<file path="src/sv/roman_numeral_encoder_defines.svh">
// shared assertion macros for the roman numeral encoder
`ifndef ROMAN_NUMERAL_ENCODER_DEFINES_SVH
`define ROMAN_NUMERAL_ENCODER_DEFINES_SVH

// same-cycle implication, checked out of reset
`define RNE_ASSERT(lbl, ante, cons, msg) \
    lbl: assert property (@(posedge i_clk) disable iff (!i_rst_n) (ante) |-> (cons)) \
        else $error(msg);

// next-cycle implication, checked out of reset
`define RNE_ASSERT_NEXT(lbl, ante, cons, msg) \
    lbl: assert property (@(posedge i_clk) disable iff (!i_rst_n) (ante) |=> (cons)) \
        else $error(msg);

`endif

</file>
<file path="src/sv/rne_pkg.sv">
package rne_pkg;

    localparam logic [13:0] VALUE_MAX = 14'd9999;
    localparam logic [5:0]  MAX_CHARS = 6'd15;

    localparam logic [6:0] CH_M = 7'h4D;
    localparam logic [6:0] CH_D = 7'h44;
    localparam logic [6:0] CH_C = 7'h43;
    localparam logic [6:0] CH_L = 7'h4C;
    localparam logic [6:0] CH_X = 7'h58;
    localparam logic [6:0] CH_V = 7'h56;
    localparam logic [6:0] CH_I = 7'h49;
    localparam logic [6:0] CH_NONE = 7'h00;

    // digit positions, most significant first
    localparam logic [1:0] POS_THOU = 2'd0;
    localparam logic [1:0] POS_HUND = 2'd1;
    localparam logic [1:0] POS_TENS = 2'd2;
    localparam logic [1:0] POS_UNIT = 2'd3;

    typedef struct packed {
        logic            err;
        logic [3:0][3:0] dig;   // [0] thousands .. [3] units
        logic [3:0][3:0] len;   // characters per digit
    } t_entry;

    // characters needed for one digit (thousands use the digit itself)
    function automatic logic [3:0] digit_len(input logic [1:0] pos, input logic [3:0] d);
        logic [3:0] n;
        if (pos == POS_THOU) begin
            n = d;
        end else if (d == 4'd9 || d == 4'd4) begin
            n = 4'd2;
        end else if (d >= 4'd5) begin
            n = d - 4'd4;
        end else begin
            n = d;
        end
        return n;
    endfunction

    // character k of the numeral of digit d at position pos
    function automatic logic [6:0] sym_of(input logic [1:0] pos, input logic [3:0] d,
                                          input logic [3:0] k);
        logic [6:0] c_one;
        logic [6:0] c_five;
        logic [6:0] c_ten;
        logic [6:0] c;
        case (pos)
            POS_HUND: begin
                c_one = CH_C; c_five = CH_D; c_ten = CH_M;
            end
            POS_TENS: begin
                c_one = CH_X; c_five = CH_L; c_ten = CH_C;
            end
            default: begin
                c_one = CH_I; c_five = CH_V; c_ten = CH_X;
            end
        endcase
        if (pos == POS_THOU) begin
            c = CH_M;
        end else if (d == 4'd9) begin
            c = (k == 4'd0) ? c_one : c_ten;
        end else if (d >= 4'd5) begin
            c = (k == 4'd0) ? c_five : c_one;
        end else if (d == 4'd4) begin
            c = (k == 4'd0) ? c_one : c_five;
        end else begin
            c = c_one;
        end
        return c;
    endfunction

endpackage

</file>
<file path="src/sv/rne_front.sv">
module rne_front
    import rne_pkg::*;
(
    input  logic         i_clk,
    input  logic         i_rst_n,
    input  logic         i_push,
    input  logic [13:0]  i_value,
    output logic         o_full,
    output logic         o_q_push,
    output t_entry       o_entry,
    input  logic         i_q_full
);

    // reciprocals: exact quotients over the whole valid range
    localparam logic [14:0] RECIP_1000 = 15'd16778;  // 2^24 / 1000, rounded up
    localparam logic [9:0]  RECIP_100  = 10'd656;    // 2^16 / 100, rounded up
    localparam logic [7:0]  RECIP_10   = 8'd205;     // 2^11 / 10, rounded up

    logic [6:0]  r_vld;
    logic        w_adv;

    logic [13:0] r1_v;
    logic [3:0]  r1_th;
    logic        r1_bad;
    logic [9:0]  r2_rem;
    logic [3:0]  r2_th;
    logic        r2_bad;
    logic [9:0]  r3_rem;
    logic [3:0]  r3_th, r3_h;
    logic        r3_bad;
    logic [6:0]  r4_rem;
    logic [3:0]  r4_th, r4_h;
    logic        r4_bad;
    logic [6:0]  r5_rem;
    logic [3:0]  r5_th, r5_h, r5_t;
    logic        r5_bad;
    logic [3:0]  r6_th, r6_h, r6_t, r6_u;
    logic        r6_bad;
    t_entry      r7_entry;

    logic [28:0] w_p1;
    logic [13:0] w_th_k, w_rem1;
    logic [19:0] w_p3;
    logic [9:0]  w_h_k, w_rem2;
    logic [14:0] w_p5;
    logic [6:0]  w_t_k, w_u;
    logic [3:0]  w_l0, w_l1, w_l2, w_l3;
    logic [5:0]  w_sum;

    // whole pipe moves together whenever its tail can drain
    assign w_adv    = !r_vld[6] || !i_q_full;
    assign o_full   = !w_adv;
    assign o_q_push = r_vld[6] && !i_q_full;
    assign o_entry  = r7_entry;

    assign w_p1   = 29'(i_value) * 29'(RECIP_1000);
    assign w_th_k = 14'(r1_th) * 14'd1000;
    assign w_rem1 = r1_v - w_th_k;
    assign w_p3   = 20'(r2_rem) * 20'(RECIP_100);
    assign w_h_k  = 10'(r3_h) * 10'd100;
    assign w_rem2 = r3_rem - w_h_k;
    assign w_p5   = 15'(r4_rem) * 15'(RECIP_10);
    assign w_t_k  = 7'(r5_t) * 7'd10;
    assign w_u    = r5_rem - w_t_k;

    assign w_l0  = digit_len(POS_THOU, r6_th);
    assign w_l1  = digit_len(POS_HUND, r6_h);
    assign w_l2  = digit_len(POS_TENS, r6_t);
    assign w_l3  = digit_len(POS_UNIT, r6_u);
    assign w_sum = 6'(w_l0) + 6'(w_l1) + 6'(w_l2) + 6'(w_l3);

    always_ff @(posedge i_clk) begin
        if (!i_rst_n) begin
            r_vld <= '0;
        end else if (w_adv) begin
            r_vld <= {r_vld[5:0], i_push};
        end
    end

    always_ff @(posedge i_clk) begin
        if (w_adv) begin
            r1_v   <= i_value;
            r1_th  <= w_p1[27:24];
            r1_bad <= (i_value == 14'd0) || (i_value > VALUE_MAX);

            r2_rem <= w_rem1[9:0];
            r2_th  <= r1_th;
            r2_bad <= r1_bad;

            r3_rem <= r2_rem;
            r3_th  <= r2_th;
            r3_h   <= w_p3[19:16];
            r3_bad <= r2_bad;

            r4_rem <= w_rem2[6:0];
            r4_th  <= r3_th;
            r4_h   <= r3_h;
            r4_bad <= r3_bad;

            r5_rem <= r4_rem;
            r5_th  <= r4_th;
            r5_h   <= r4_h;
            r5_t   <= w_p5[14:11];
            r5_bad <= r4_bad;

            r6_th  <= r5_th;
            r6_h   <= r5_h;
            r6_t   <= r5_t;
            r6_u   <= w_u[3:0];
            r6_bad <= r5_bad;

            // out of range or too long for the result limit
            r7_entry.err    <= r6_bad || (w_sum > MAX_CHARS);
            r7_entry.dig[0] <= r6_th;
            r7_entry.dig[1] <= r6_h;
            r7_entry.dig[2] <= r6_t;
            r7_entry.dig[3] <= r6_u;
            r7_entry.len[0] <= w_l0;
            r7_entry.len[1] <= w_l1;
            r7_entry.len[2] <= w_l2;
            r7_entry.len[3] <= w_l3;
        end
    end

endmodule

</file>
<file path="src/sv/rne_queue.sv">
`include "roman_numeral_encoder_defines.svh"

module rne_queue
    import rne_pkg::*;
#(
    parameter int DEPTH = 4
) (
    input  logic    i_clk,
    input  logic    i_rst_n,
    input  logic    i_push,
    input  t_entry  i_entry,
    output logic    o_full,
    input  logic    i_pop,
    output logic    o_valid,
    output t_entry  o_entry
);

    localparam int AW = (DEPTH > 1) ? $clog2(DEPTH) : 1;
    localparam int CW = $clog2(DEPTH + 1);

    t_entry          r_mem [DEPTH];
    logic [AW-1:0]   r_wr, r_rd;
    logic [CW-1:0]   r_count;
    logic [AW-1:0]   n_wr, n_rd;

    assign o_full  = (r_count == CW'(DEPTH));
    assign o_valid = (r_count != '0);
    assign o_entry = r_mem[r_rd];

    assign n_wr = (r_wr == AW'(DEPTH - 1)) ? '0 : r_wr + 1'b1;
    assign n_rd = (r_rd == AW'(DEPTH - 1)) ? '0 : r_rd + 1'b1;

    always_ff @(posedge i_clk) begin
        if (!i_rst_n) begin
            r_wr    <= '0;
            r_rd    <= '0;
            r_count <= '0;
        end else begin
            if (i_push) begin
                r_wr <= n_wr;
            end
            if (i_pop) begin
                r_rd <= n_rd;
            end
            if (i_push && !i_pop) begin
                r_count <= r_count + 1'b1;
            end else if (i_pop && !i_push) begin
                r_count <= r_count - 1'b1;
            end
        end
    end

    always_ff @(posedge i_clk) begin
        if (i_push) begin
            r_mem[r_wr] <= i_entry;
        end
    end

    `RNE_ASSERT(a_q_no_overflow, i_push, !o_full || i_pop, "queue written while full")
    `RNE_ASSERT(a_q_no_underflow, i_pop, o_valid, "queue read while empty")
    `RNE_ASSERT(a_q_count_max, 1'b1, r_count <= CW'(DEPTH), "queue count past depth")

endmodule

</file>
<file path="src/sv/rne_back.sv">
`include "roman_numeral_encoder_defines.svh"

module rne_back
    import rne_pkg::*;
(
    input  logic        i_clk,
    input  logic        i_rst_n,
    input  logic        i_q_valid,
    input  t_entry      i_entry,
    output logic        o_q_pop,
    input  logic        i_pop,
    output logic        o_empty,
    output logic [6:0]  o_symbol,
    output logic        o_last,
    output logic        o_error
);

    logic            r_busy;
    logic            r_err;
    logic [3:0][3:0] r_dig;
    logic [3:0][3:0] r_len;
    logic [3:0][3:0] r_rem;

    logic            r_out_vld;
    logic [6:0]      r_out_sym;
    logic            r_out_last;
    logic            r_out_err;

    logic [1:0]      w_sel;
    logic            w_found;
    logic            w_rest_zero;
    logic [3:0]      w_k;
    logic            w_is_last;
    logic [6:0]      w_sym;
    logic            w_out_ready;
    logic            w_step;
    logic            w_load;

    // oldest digit that still owes characters
    always_comb begin
        w_sel   = POS_THOU;
        w_found = 1'b0;
        for (int i = 0; i < 4; i++) begin
            if (!w_found && r_rem[i] != 4'd0) begin
                w_sel   = 2'(i);
                w_found = 1'b1;
            end
        end
    end

    always_comb begin
        w_rest_zero = 1'b1;
        for (int i = 0; i < 4; i++) begin
            if (2'(i) > w_sel && r_rem[i] != 4'd0) begin
                w_rest_zero = 1'b0;
            end
        end
    end

    assign w_k         = r_len[w_sel] - r_rem[w_sel];
    assign w_is_last   = r_err || ((r_rem[w_sel] == 4'd1) && w_rest_zero);
    assign w_sym       = r_err ? CH_NONE : sym_of(w_sel, r_dig[w_sel], w_k);
    assign w_out_ready = !r_out_vld || i_pop;
    assign w_step      = r_busy && w_out_ready;
    assign w_load      = i_q_valid && (!r_busy || (w_step && w_is_last));

    assign o_q_pop  = w_load;
    assign o_empty  = !r_out_vld;
    assign o_symbol = r_out_sym;
    assign o_last   = r_out_last;
    assign o_error  = r_out_err;

    always_ff @(posedge i_clk) begin
        if (!i_rst_n) begin
            r_busy    <= 1'b0;
            r_out_vld <= 1'b0;
            r_rem     <= '0;
        end else begin
            if (w_step) begin
                r_out_vld <= 1'b1;
            end else if (i_pop) begin
                r_out_vld <= 1'b0;
            end
            // a new number loads when idle, or replaces the one whose last character just left
            if (w_load) begin
                r_busy <= 1'b1;
                r_rem  <= i_entry.err ? '0 : i_entry.len;
            end else if (w_step) begin
                if (!r_err) begin
                    r_rem[w_sel] <= r_rem[w_sel] - 4'd1;
                end
                if (w_is_last) begin
                    r_busy <= 1'b0;
                end
            end
        end
    end

    always_ff @(posedge i_clk) begin
        if (w_step) begin
            r_out_sym  <= w_sym;
            r_out_last <= w_is_last;
            r_out_err  <= r_err;
        end
        if (w_load) begin
            r_err <= i_entry.err;
            r_dig <= i_entry.dig;
            r_len <= i_entry.len;
        end
    end

    `RNE_ASSERT(a_err_is_last, r_out_vld && r_out_err, r_out_last, "error beat not last")
    `RNE_ASSERT(a_err_no_sym, r_out_vld && r_out_err, r_out_sym == CH_NONE, "error beat has symbol")
    `RNE_ASSERT(a_ok_has_sym, r_out_vld && !r_out_err, r_out_sym != CH_NONE, "numeral beat empty")
    `RNE_ASSERT_NEXT(a_busy_holds, w_step && !w_is_last, r_busy, "numeral cut short")

endmodule

</file>
<file path="src/sv/roman_numeral_encoder.sv">
// Roman numeral encoder. Each number pushed in (1 to 9999) comes out as its
// Roman numeral, one ASCII character per result beat, oldest first, with last
// set on the final character. Thousands are written as repeated M; hundreds,
// tens and units use the subtractive forms. Zero, values above 9999, and
// numerals longer than fifteen characters give one beat with symbol 0, last
// and error set. A number first passes a seven-stage front pipeline (digit
// split by reciprocal multiplies, then character counts and range checks),
// waits in a small queue, and is then spelled out by the back sequencer.
// The back sequencer sends one character per cycle while the result side
// is popped, so a number whose numeral has n characters takes n result
// beats (one beat for an error), at most fifteen. The queue lets new
// numbers enter while earlier ones are still being spelled out; push sees
// full only when the queue is full and the last front stage holds a
// number.
module roman_numeral_encoder
    import rne_pkg::*;
#(
    parameter int QUEUE_DEPTH = 4    // numbers held between front and back
) (
    input  logic        i_clk,
    input  logic        i_rst_n,
    // input side
    input  logic        push,
    output logic        full,
    input  logic [13:0] i_value,
    // result side
    output logic        empty,
    input  logic        pop,
    output logic [6:0]  o_symbol,
    output logic        o_last,
    output logic        o_error
);

    // front to queue
    logic   w_f_push;
    t_entry w_f_entry;
    logic   w_q_full;

    // queue to back
    logic   w_q_valid;
    t_entry w_q_entry;
    logic   w_q_pop;

    // digit split, character counts and error classification
    rne_front u_front (
        .i_clk    (i_clk),
        .i_rst_n  (i_rst_n),
        .i_push   (push),
        .i_value  (i_value),
        .o_full   (full),
        .o_q_push (w_f_push),
        .o_entry  (w_f_entry),
        .i_q_full (w_q_full)
    );

    // decouples classification from spelling
    rne_queue #(
        .DEPTH (QUEUE_DEPTH)
    ) u_queue (
        .i_clk   (i_clk),
        .i_rst_n (i_rst_n),
        .i_push  (w_f_push),
        .i_entry (w_f_entry),
        .o_full  (w_q_full),
        .i_pop   (w_q_pop),
        .o_valid (w_q_valid),
        .o_entry (w_q_entry)
    );

    // spells one character per beat into the output register
    rne_back u_back (
        .i_clk     (i_clk),
        .i_rst_n   (i_rst_n),
        .i_q_valid (w_q_valid),
        .i_entry   (w_q_entry),
        .o_q_pop   (w_q_pop),
        .i_pop     (pop),
        .o_empty   (empty),
        .o_symbol  (o_symbol),
        .o_last    (o_last),
        .o_error   (o_error)
    );

endmodule
</file>
<file path="config.mk">
export PLATFORM = sky130hd
export DESIGN_NAME = roman_numeral_encoder
export DESIGN_NICKNAME = d
export VERILOG_FILES = /design/src/sv/rne_pkg.sv /design/src/sv/rne_front.sv /design/src/sv/rne_queue.sv /design/src/sv/rne_back.sv /design/src/sv/roman_numeral_encoder.sv
export VERILOG_INCLUDE_DIRS = /design/src /design/src/sv
export SDC_FILE = /design/constraint.sdc
export NUM_CORES = 1
export LEC_CHECK = 0
export ABC_AREA = 1
export BUFFER_PORTS_ARGS = -buffer_cell sky130_fd_sc_hd__buf_2
export CAP_MARGIN = 20
export CORE_MARGIN = 5
export CORE_UTILIZATION = 45
export CTS_BUF_LIST = sky130_fd_sc_hd__clkbuf_8 sky130_fd_sc_hd__clkbuf_16
export DETAILED_ROUTE_END_ITERATION = 10
export PLACE_DENSITY = 0.61
export REMOVE_ABC_BUFFERS = 1
export SKIP_CTS_REPAIR_TIMING = 1
export SLEW_MARGIN = 0
export SYNTH_ARGS = -nofsm -noshare
export SYNTH_HDL_FRONTEND = slang
export SYNTH_SLANG_ARGS = --single-unit
</file>
<file path="constraint.sdc">
create_clock -name i_clk -period 15.5 [get_ports i_clk]
set_input_delay 0.775 -clock i_clk [delete_from_list [all_inputs] [get_ports i_clk]]
set_output_delay 0.775 -clock i_clk [all_outputs]
set_load 0.005 [all_outputs]
</file>
==> summary by stage <==
STA
Based on the critical path, the design can be clocked at up to 213.0 MHz. The final setup skew is 0.02142 ns. The worst-margin pin slew is 0.9484 ns. Setup repair after global routing left no endpoint under its margin.

Counting I/O delays and the setup requirement, the final critical path takes 4.694 ns. The total count of max-transition violations in the final report was 0. The count of endpoints failing hold in the final timing report came to 0. The setup-violating endpoint count in the final report is 0. Final hold analysis gives a worst-case slack of 0.4174 ns. The share of the cycle needed by the critical path after routing is 0.3029. The headroom to the max-slew limit is 0.3677. The sum of negative setup slack is 0 ns.

GRT
The number of antenna violations at the first check in global routing is 0. The first global-routing pass estimated 53290 microns of wire. The combined global-route utilization of all metal layers is 0.1569. The number of global-route vias before repair was 10700.

Entering global routing, the biggest net connects 72 pins. The residual overflow from global routing is 0.

Die
The floorplan die height is 204.1 microns. The width of the chip is 204.1 microns. The number of primary I/O pins is 29. The initial utilization of the core area, before any placement, comes to 0.4532. The region available for standard cell placement spans 37400 sq um. After floorplanning, the core was divided into 71 placement rows. The die covers 41650 sq um.

Logic synthesis
After synthesis the cells add up to 16950 sq um. For this run, the number of Yosys warnings is 0. In this run, synthesis inferred 278 flip-flops with an integrated enable.

Dividing the synthesized area by the synthesized cell count gives 11.26 sq um. In the synthesized netlist the async set-or-reset flop fraction comes to 0. The number of distinct library cells after synthesis is 50. Synthesis inferred 312 register bits.

The sequential area share after synthesis is 0.5327. The gate count of the mapped netlist is 1505. The leading register cell type out of synthesis is sky130_fd_sc_hd__edfxtp_1.

Detailed routing
The count of vias placed by the detailed router is 10340. The remaining number of nets flagged by the antenna check after routing is 0. The remaining design rule violation count is 0. Using the TritonRoute via totals, the vias-per-cell ratio works out to 4.950. Dividing the detail-routed wire length by the instance count gives 15.21 microns. The overall routed net length is 31770 microns. The number of optimization iterations in the first detailed-route pass is 4.

In this run, the number of DRC markers left after iteration 0 of detailed routing was 444.

Finish
The library cell used most frequently in the layout, excluding fill and tap cells, is sky130_fd_sc_hd__edfxtp_1. In the final layout, the multi-input gates occupy 6927 sq um. 0 antenna diodes ended up in the layout. The fraction of layout cells with a size suffix above 1 is 0.08180. Across the whole layout, storage elements account for 9029 sq um. The filler cells instantiated in the layout total 3301. The area overhead of the layout relative to synthesis is 10.83%. In the layout the commonest cells are sky130_fd_sc_hd__edfxtp_1, sky130_fd_sc_hd__inv_1, sky130_fd_sc_hd__ha_1, sky130_fd_sc_hd__nand2_1, sky130_fd_sc_hd__nor2_1.

The post-layout instance area is 18790 sq um. Measured on the finished design, the core utilization comes to 0.5023. At the end of the flow, the number of nets in the layout was 1824.

Clock tree
The count of H-tree levels built during CTS is 2. The clock root buffer master is sky130_fd_sc_hd__clkbuf_16. The clock transition time at the flip-flop clock pins of the worst setup and hold paths is 0.06 ns. The clock drives 312 sinks. TritonCTS built the clock tree. The later pin in the worst-skew pair is clocked with a latency of 0.52 ns. The number of buffers created by CTS is 35. In this run the deepest clock path goes through 3 buffers.

Pwr
The worst-case IR drop observed on VDD is 0.1430 mV. The total power of the final layout is 4229 uW. The combinational group share of total power is 0.489. Summed over all nets, the switching power comes to 1722 uW. The internal power is 2506 uW. The power per cell area is 225.1 nW/um^2. The share of total power dissipated in the clock network is 0.189. The share of total power dissipated in sequential elements is 0.322. The analysis attributes to cell leakage a power of 0.008343 uW. The switching share of power is 0.4073.

Setup path
The worst setup path is launched from a primary input. STA puts the critical path data required time at 15.76 ns. The signal on the critical path passes through buf_2 > inv_1 > ha_1 > ha_1 > ha_1 > ha_1 > fa_1 > inv_1 > fa_1 > inv_1 > ha_1 > nand2_1 > or3_1 > nor2_1 > a21oi_1 > o41ai_1 > nand2_1 > xor2_1.

The critical path is of the primary input to register type. The largest single stage delay on the critical path is 0.55 ns. In this run the worst path has a maximum fanout of 7.

The most frequent cell on the critical path is sky130_fd_sc_hd__ha_1. For this design, the slowest cell found on the critical path is sky130_fd_sc_hd__fa_1. The critical path capture point type is a register. Data on the critical path arrives at its endpoint at 4.95 ns.

Outcome
The run finished with clean final reports.

Run
Max-cap violations in this run came to 0.

Placed design
The count of input and output buffers is 27. The HPWL after detailed placement is 22380 microns. Routability-driven placement finished with a final weighted congestion of 0.9230.

The post-detailed-placement cell area is 17670 sq um.

Min path
The class of the tightest hold or removal check is register to register.
## synthesized netlist by cell type (10+ instances only)
cell type                  number  area share
sky130_fd_sc_hd__edfxtp_1     278        0.49
sky130_fd_sc_hd__inv_1        225       0.050
sky130_fd_sc_hd__ha_1         210        0.16
sky130_fd_sc_hd__nand2_1      197       0.044
sky130_fd_sc_hd__nor2_1       132       0.029
sky130_fd_sc_hd__o21ai_0       93       0.027
sky130_fd_sc_hd__a21oi_1       61       0.018
sky130_fd_sc_hd__fa_1          45       0.053
sky130_fd_sc_hd__nand3_1       42       0.012
sky130_fd_sc_hd__dfxtp_1       34       0.040
sky130_fd_sc_hd__o22ai_1       30       0.011
sky130_fd_sc_hd__clkbuf_1      20      0.0044
sky130_fd_sc_hd__xnor2_1       20       0.010
sky130_fd_sc_hd__xor2_1        18      0.0093
sky130_fd_sc_hd__nand2_2       12      0.0044
sky130_fd_sc_hd__nand4_1       10      0.0037
## logic make-up after synthesis
family / after synthesis / share of synthesized area
simple gates: 411 / 0.1017
flops: 312 / 0.5327
buf+inv: 259 / 0.06001
fa+ha+maj: 255 / 0.2082
compound gates: 229 / 0.07758
xor+xnor: 38 / 0.01964
other cells: 1 / 0.0002212
## through the flow
stage	setup WS [ns]	cells
floorplan	10.21	1478
global placement	10.35	2025
detailed placement	10.27	2025
CTS	10.81	2088
global route	10.56	2088
finish	10.81	2088
## state kept, by name, summed over array words and instances (netlist names), 6 cells and up, named ones only
register and flops:
u_back.r_len 16, u_front.r2_rem 10, u_back.r_dig 12, u_back.r_rem 16
u_front.r1_v 10, u_front.r3_rem 7, u_front.o_entry 29, u_back.o_symbol 6
u_front.r_vld 7, u_front.r4_rem 7, u_queue.r_mem 116
## routing by layer
layer / up-vias / track usage / part of all wire
met2: 169 / 0.2731 / 0.49
met4: 0 / 0.04834 / 0.026
met1: 4857 / 0.2028 / 0.45
li1: 5247 / - / -
met3: 62 / 0.02460 / 0.038
met5: - / 0 / 0
## layout make-up
class | instances | area share
Inverter | 232 | 0.04636
Clock inverter | 28 | 0.01285
Timing Repair Buffer | 36 | 0.01079
Multi-Input combinational cell | 934 | 0.3687
Clock buffer | 35 | 0.04662
Tap cell | 511 | 0.03403
Sequential cell | 312 | 0.4806
## path summary, 6_finish.rpt
kind / end / from / slack [ns] / cells after the start
hold / removal: u_front.r3_th[0] / u_front.r2_th[0] / 0.42 / 0
hold reg to reg: u_front.r3_th[0] / u_front.r2_th[0] / 0.42 / 0
setup reg to reg: u_queue.r_count[2] / u_back.r_rem[6] / 11.51 / 23
setup / recovery: u_front.r1_th[3] / i_value[6] / 10.81 / 18
## critical path, delay by kind of cell
kind,cells,cell delay (ns)
AO/OA/AOI/OAI,2,0.47
XOR/XNOR,1,0.16
adder cells (fa/ha/maj),7,2.60
buffers and inverters,4,0.34
AND/OR/NAND/NOR,4,0.61
## power groups by stage
stage          Clock [uW]  Combinational (uW)  Sequential, uW
2_1_floorplan           0                1600            1340
3_3_place_gp            0                2050            1380
3_5_place_dp            0                2090            1380
4_1_cts               819                2110            1370
5_1_grt               856                2430            1390
6_report              798                2070            1360
Power figures use the tool's default switching activity.
